$ cat config.mk
export PLATFORM = sky130hd
export DESIGN_NAME = sst_front
export DESIGN_NICKNAME = d
export VERILOG_FILES = /design/src/hdl/sst_pkg.sv /design/src/hdl/sst_front.sv
export SDC_FILE = /design/constraint.sdc
export NUM_CORES = 1
export LEC_CHECK = 0
export BUFFER_PORTS_ARGS = -buffer_cell sky130_fd_sc_hd__buf_2
export CORE_MARGIN = 4
export CORE_UTILIZATION = 40
export CTS_CLUSTER_DIAMETER = 120
export CTS_CLUSTER_SIZE = 14
export DETAILED_ROUTE_END_ITERATION = 8
export PLACE_DENSITY = 0.65
export SLEW_MARGIN = 0
export SYNTH_ARGS = -nofsm -noshare
export SYNTH_HDL_FRONTEND = slang
export SYNTH_SLANG_ARGS = --single-unit
$ cat constraint.sdc
create_clock -name i_clk -period 3.83 [get_ports i_clk]
set_input_delay 0.766 -clock i_clk [delete_from_list [all_inputs] [get_ports i_clk]]
set_output_delay 0.766 -clock i_clk [all_outputs]
set_load 0.005 [all_outputs]
$ cat src/hdl/sst_pkg.sv
// shared types, sizes and codes of the sparse set table
package sst_pkg;

    localparam int KEY_SPACE  = 4096;
    localparam int CAPACITY   = 1024;
    localparam int DATA_WIDTH = 32;

    localparam int KEY_W   = $clog2(KEY_SPACE);
    localparam int SLOT_W  = $clog2(CAPACITY);
    localparam int CNT_W   = $clog2(CAPACITY + 1);

    localparam int QUEUE_DEPTH = 2;

    // fixed widths of the beat fields
    localparam int OP_FIELD_W    = 2;
    localparam int KEY_FIELD_W   = 12;
    localparam int VALUE_FIELD_W = 32;
    localparam int STAT_FIELD_W  = 2;
    localparam int SLOT_FIELD_W  = 10;
    localparam int COUNT_FIELD_W = 11;

    localparam logic [OP_FIELD_W-1:0] OP_INSERT = 2'd0;
    localparam logic [OP_FIELD_W-1:0] OP_REMOVE = 2'd1;
    localparam logic [OP_FIELD_W-1:0] OP_LOOKUP = 2'd2;

    localparam logic [STAT_FIELD_W-1:0] ST_OK      = 2'd0;
    localparam logic [STAT_FIELD_W-1:0] ST_ABSENT  = 2'd1;
    localparam logic [STAT_FIELD_W-1:0] ST_PRESENT = 2'd2;
    localparam logic [STAT_FIELD_W-1:0] ST_FULL    = 2'd3;

    typedef struct packed {
        logic [OP_FIELD_W-1:0]    operation;
        logic [KEY_FIELD_W-1:0]   key;
        logic [VALUE_FIELD_W-1:0] value;
    } t_in;

    typedef struct packed {
        logic [STAT_FIELD_W-1:0]  status;
        logic                     found;
        logic [VALUE_FIELD_W-1:0] read_value;
        logic [SLOT_FIELD_W-1:0]  slot;
        logic [COUNT_FIELD_W-1:0] entry_count;
    } t_out;

    // command after classification, as held in the queue
    typedef struct packed {
        logic [OP_FIELD_W-1:0] op;
        logic [KEY_W-1:0]      key;
        logic [DATA_WIDTH-1:0] data;
    } t_cmd;

    typedef struct packed {
        logic avail;
        t_cmd cmd;
    } t_front_if;

    typedef struct packed {
        logic pop;
        logic clearing;
    } t_back_if;

endpackage

$ cat src/hdl/sst_front.sv
// command intake: key reduction, data cut and a short command queue
module sst_front (
    input  logic             i_clk,
    input  logic             i_rst_n,
    input  logic             start,
    output logic             busy,
    input  sst_pkg::t_in     i_cmd,
    input  sst_pkg::t_back_if i_back,
    output sst_pkg::t_front_if o_front
);
    import sst_pkg::*;

    localparam int PTR_W = $clog2(QUEUE_DEPTH);

    t_cmd             r_queue [QUEUE_DEPTH];
    logic [PTR_W-1:0] r_wr_ptr, n_wr_ptr;
    logic [PTR_W-1:0] r_rd_ptr, n_rd_ptr;
    logic [PTR_W:0]   r_fill, n_fill;
    logic             push;
    t_cmd             cls_cmd;

    assign busy = (r_fill == (PTR_W + 1)'(QUEUE_DEPTH)) || i_back.clearing;
    assign push = start && !busy;

    // classify: key folded into the key space, data cut to the stored width
    always_comb begin
        cls_cmd.op   = i_cmd.operation;
        cls_cmd.key  = KEY_W'(i_cmd.key % KEY_SPACE);
        cls_cmd.data = DATA_WIDTH'(i_cmd.value);
    end

    always_comb begin
        n_wr_ptr = r_wr_ptr;
        n_rd_ptr = r_rd_ptr;
        n_fill   = r_fill;
        if (push) begin
            n_wr_ptr = r_wr_ptr + PTR_W'(1);
        end
        if (i_back.pop) begin
            n_rd_ptr = r_rd_ptr + PTR_W'(1);
        end
        if (push && !i_back.pop) begin
            n_fill = r_fill + (PTR_W + 1)'(1);
        end else if (!push && i_back.pop) begin
            n_fill = r_fill - (PTR_W + 1)'(1);
        end
    end

    always_ff @(posedge i_clk) begin
        if (!i_rst_n) begin
            r_wr_ptr <= '0;
            r_rd_ptr <= '0;
            r_fill   <= '0;
        end else begin
            r_wr_ptr <= n_wr_ptr;
            r_rd_ptr <= n_rd_ptr;
            r_fill   <= n_fill;
        end
    end

    always_ff @(posedge i_clk) begin
        if (push) begin
            r_queue[r_wr_ptr] <= cls_cmd;
        end
    end

    assign o_front = t_front_if'{avail: (r_fill != '0), cmd: r_queue[r_rd_ptr]};

endmodule

* Yosys cells after proc, flatten, opt, wreduce, memory -nomap -nowiden
Memories as Yosys holds them, arrays and structs flattened. A register that Yosys moved wholly into a read port is not among the register bits. Index checks and enable logic that the tools add are counted.
Operators by class: add/subtract/negate cells 4, equality and inequality tests 1, mux-type cells 6, reductions and logical operators 9
Operators by type and width (number):
- two-way mux 1 bit | 4
- two-way mux 2 bit | 2
- nonzero test 2 bit | 2
- logical AND 1 bit | 3
- logical NOT 1 bit | 3
- adder 1 bit (second input constant) | 2
- adder 2 x 1 -> 2 bit (second input constant) | 1
- == test 2 bit (second input constant) | 1
- subtractor 2 x 1 -> 2 bit (second input constant) | 1
- logical OR 1 bit | 1
Storage, ports and cells: register bits 4, bits in writable memories 92, input port bits 51, output and inout bits 48, word-level logic and storage cells 24, memories 1
Memories:
- r_queue | depth 2, width 46, read ports 1, clocked after memory_dff 1, write ports 1, line sst_front.sv:15 | t_cmd r_queue [QUEUE_DEPTH];

* Longest topological paths before layout
depth in word-level cells 8, depth in mapped cells 6, gate-level depth less buffers 6

* Least setup slack after synthesis
No wires, ideal clock.
path type input -> register, from in start, to mem r_queue[0][0] (netlist bit) (enable), library setup time 0.455 ns, data arrival time 3.169 ns, data required time 3.375 ns, setup slack 0.206 ns, stages 3, buffers on the path 0, cell sequence nor2b_1 -> and2_1 -> nor2b_1
On the way: longest elaborated chain between the ends 3
RTL lines:
- start, declared | line sst_front.sv:5 | input logic start,
- logical AND 1 bit | line sst_front.sv:23 | assign push = start && !busy;
- two-way mux 1 bit | line sst_front.sv:62 | if (push) begin
- two-way mux 1 bit (not written as such) | line sst_front.sv:63 | r_queue[r_wr_ptr] <= cls_cmd;
- end, declared | line sst_front.sv:15
Every way passes these cells.

==> results.json <==
{
  "htreeDepth": 3,
  "yosysWarnings": 0,
  "syn_nets": 221,
  "clockRootBuffer": "clkbuf_8",
  "min_path_type": "reg -> reg",
  "dpl.cell_count": 374,
  "clock_sinks": 97,
  "hold_buffers": 0,
  "critical_path_required_ns": 3.06,
  "gr-total-overflow": 0,
  "drive_above_1_share_pct": 59.6,
  "ys_ff_latch": 97,
  "antenna_found_initial": 0,
  "tightest_slew_ns": 0.624,
  "area_growth_pct": 23.1,
  "path_clk_slew_ns": 0.09,
  "drt-wirelength-per-cell_um": 15.3,
  "drt_wl_total_um": 5960,
  "wl_met3_um": 444,
  "wl_met2_um": 2870,
  "avgSynthCellArea_sq_um": 21.2,
  "multi_input_area_sq_um": 664,
  "cp-end-kind": "output pin",
  "crit_path_cell_trace": "buf_4, mux2_2, buf_2",
  "slew_viol_final": 0,
  "start_util_pct": 41.0,
  "cts_tree": "done",
  "irDropWorstVdd_mv": 0.195,
  "syn_area_sq_um": 3570,
  "firstDrtPassIters": 2,
  "skew_ns": 0.0109,
  "vias_per_cell": 4.67,
  "gp_congestion": 0.708,
  "final_min_period_over_clock_period_pct": 72.4,
  "final_cells": 390,
  "die_w_um": 103,
  "postLayoutCellArea_sq_um": 4400,
  "nNetsFinal": 329,
  "critPathLaunchType": "register",
  "crit_arrival_ns": 2.01,
  "path_class": "reg -> out",
  "power.density_nw_per_um2": 482,
  "status": "finished, final reports clean",
  "max_freq_ghz": 0.361,
  "seqCellArea_sq_um": 2860,
  "utilization_pct": 50.4,
  "relSlewSlack_pct": 58.4,
  "synth_seq_area_share_pct": 80.1,
  "finalHoldViolCount": 0,
  "nFillCells": 744,
  "power.leakage_nw": 1.64,
  "core_sq_um": 8720,
  "slowest_delay_ns": 0.73,
  "die_y_um": 103,
  "insertion_delay_ns": 0.35,
  "cts_resized": 0,
  "grt_setup_unrepaired": "no",
  "die-area_sq_um": 10500,
  "grt_usage_pct": 11.5,
  "finalSetupViolCount": 0,
  "synth_top_area_cell": "edfxtp_1",
  "drc_errors": 0,
  "design_power_total_w": 0.00212,
  "crit_fanout": 26,
  "topRoutingLayerUsed": "met4",
  "clockBufferDepth": 2,
  "post_cts_buffers": 0,
  "wl_met1_um": 2540,
  "num_rows": 34,
  "cap_violations": 0,
  "drt-initial-drc-count": 60,
  "num_vias": 1823,
  "crit_path_top_delay_cell": "dfxtp_2",
  "grt_pass1_wl_um": 8920,
  "antenna_cells": 0,
  "detail-route-antenna-nets": 0,
  "ios": 99,
  "place_area_sq_um": 4200,
  "cts_buffers": 9,
  "synth_cell_types": 19,
  "fin_crit_ns": 2.77,
  "first_global_vias": 1843,
  "portBuffers": 98,
  "synthTopCellsByArea": "edfxtp_1, mux2_2, dfxtp_1, buf_6, and2_1",
  "dpl.hpwl_um": 4030,
  "fin_tns_setup_ns": 0,
  "synth_cells": 169,
  "grt_max_degree": 29,
  "synth_top_area_share_pct": 77.3
}
## placed cells by master (no fill, tap or decap)
master / instances
o21ai_0: 2
mux2_2: 46
buf_2: 98
dfxtp_2: 1
inv_6: 4
buf_12: 1
edfxtp_1: 92
nor2b_4: 1
and3_2: 1
nand4b_1: 1
bufinv_16: 1
xor2_1: 2
ha_1: 1
nor2b_1: 1
xnor2_1: 1
or3_1: 1
nand2_1: 1
buf_4: 3
inv_1: 1
dfxtp_1: 4
and2_1: 4
clkbuf_8: 9
or2_2: 1
nand2b_1: 2
clkinv_2: 2
a21boi_1: 1
## cells by family (layout without fill, tap and decap cells)
family | Yosys count | in the layout | share of synthesized area [%]
xor+xnor | 3 | 3 | 0.735
simple gates | 13 | 13 | 2.28
compound gates | 3 | 3 | 0.490
buf+inv | 6 | 119 | 1.57
flops | 97 | 97 | 80.1
fa+ha+maj | 1 | 1 | 0.350
mux | 46 | 46 | 14.5
## sequential cells by signal, indices dropped and copies added (netlist names), named ones only
register	flops
r_rd_ptr	1
r_fill	2
r_wr_ptr	1
r_queue	92
## critical path, delay by kind of cell, from the launching register on
family | cells | cell delay [ns]
DFF | 1 | 0.73
muxes | 1 | 0.39
buffers and inverters | 2 | 0.54
## through the flow
stage | worst slack, ns | hold slack, ns
CTS | 0.995 | 0.523
global route | 0.934 | 0.563
floorplan | 0.206 | 0.453
detailed placement | 1.39 | 0.508
finish | 1.06 | 0.518
global placement | 1.40 | 0.478
## power by group
group / leakage, nW / internal [W] / switching (W) / total, W
registers: 0.884 / 0.00122 / 0.0000247 / 0.00124
clock network: 0.105 / 0.000309 / 0.000351 / 0.000660
logic: 0.652 / 0.000120 / 0.0000956 / 0.000216
## metal layers
layer	GRT usage [%]	vias to the layer above
met5	0	-
li1	-	874
met4	5.75	0
met3	3.59	11
met1	14.5	876
met2	18.0	62
## cell usage after synthesis
cell,count
xnor2_1,1
and2_1,4
a21boi_1,1
buf_4,1
nand2b_1,2
edfxtp_1,92
and3_1,1
nor2b_1,2
or2_2,1
nand4b_1,1
ha_1,1
xor2_1,2
mux2_2,46
dfxtp_1,5
inv_1,1
buf_6,4
o21ai_0,2
nand2_1,1
or3_1,1
## final timing paths
| check | cells after the start | startpoint | slack, ns | to |
|---|---|---|---|---|
| worst max-delay path | 3 | register | 1.06 | o_front[24] |
| worst min-delay path | 2 | r_fill[1] | 0.52 | r_fill[1] |
| worst max register to register | 4 | r_fill[0] | 1.92 | r_queue[0][0] |
| worst min register to register | 2 | r_fill[1] | 0.52 | r_fill[1] |
## final cells by class
cell class                 count  area share [%]
clock buffer                   9            2.82
inverter                       1          0.0853
timing repair buffer         102            12.1
tap                          108            3.07
sequential                    97            65.1
multi-input combinational     66            15.1
clock inverter                 7            1.71
Power figures use the tool's default switching activity.
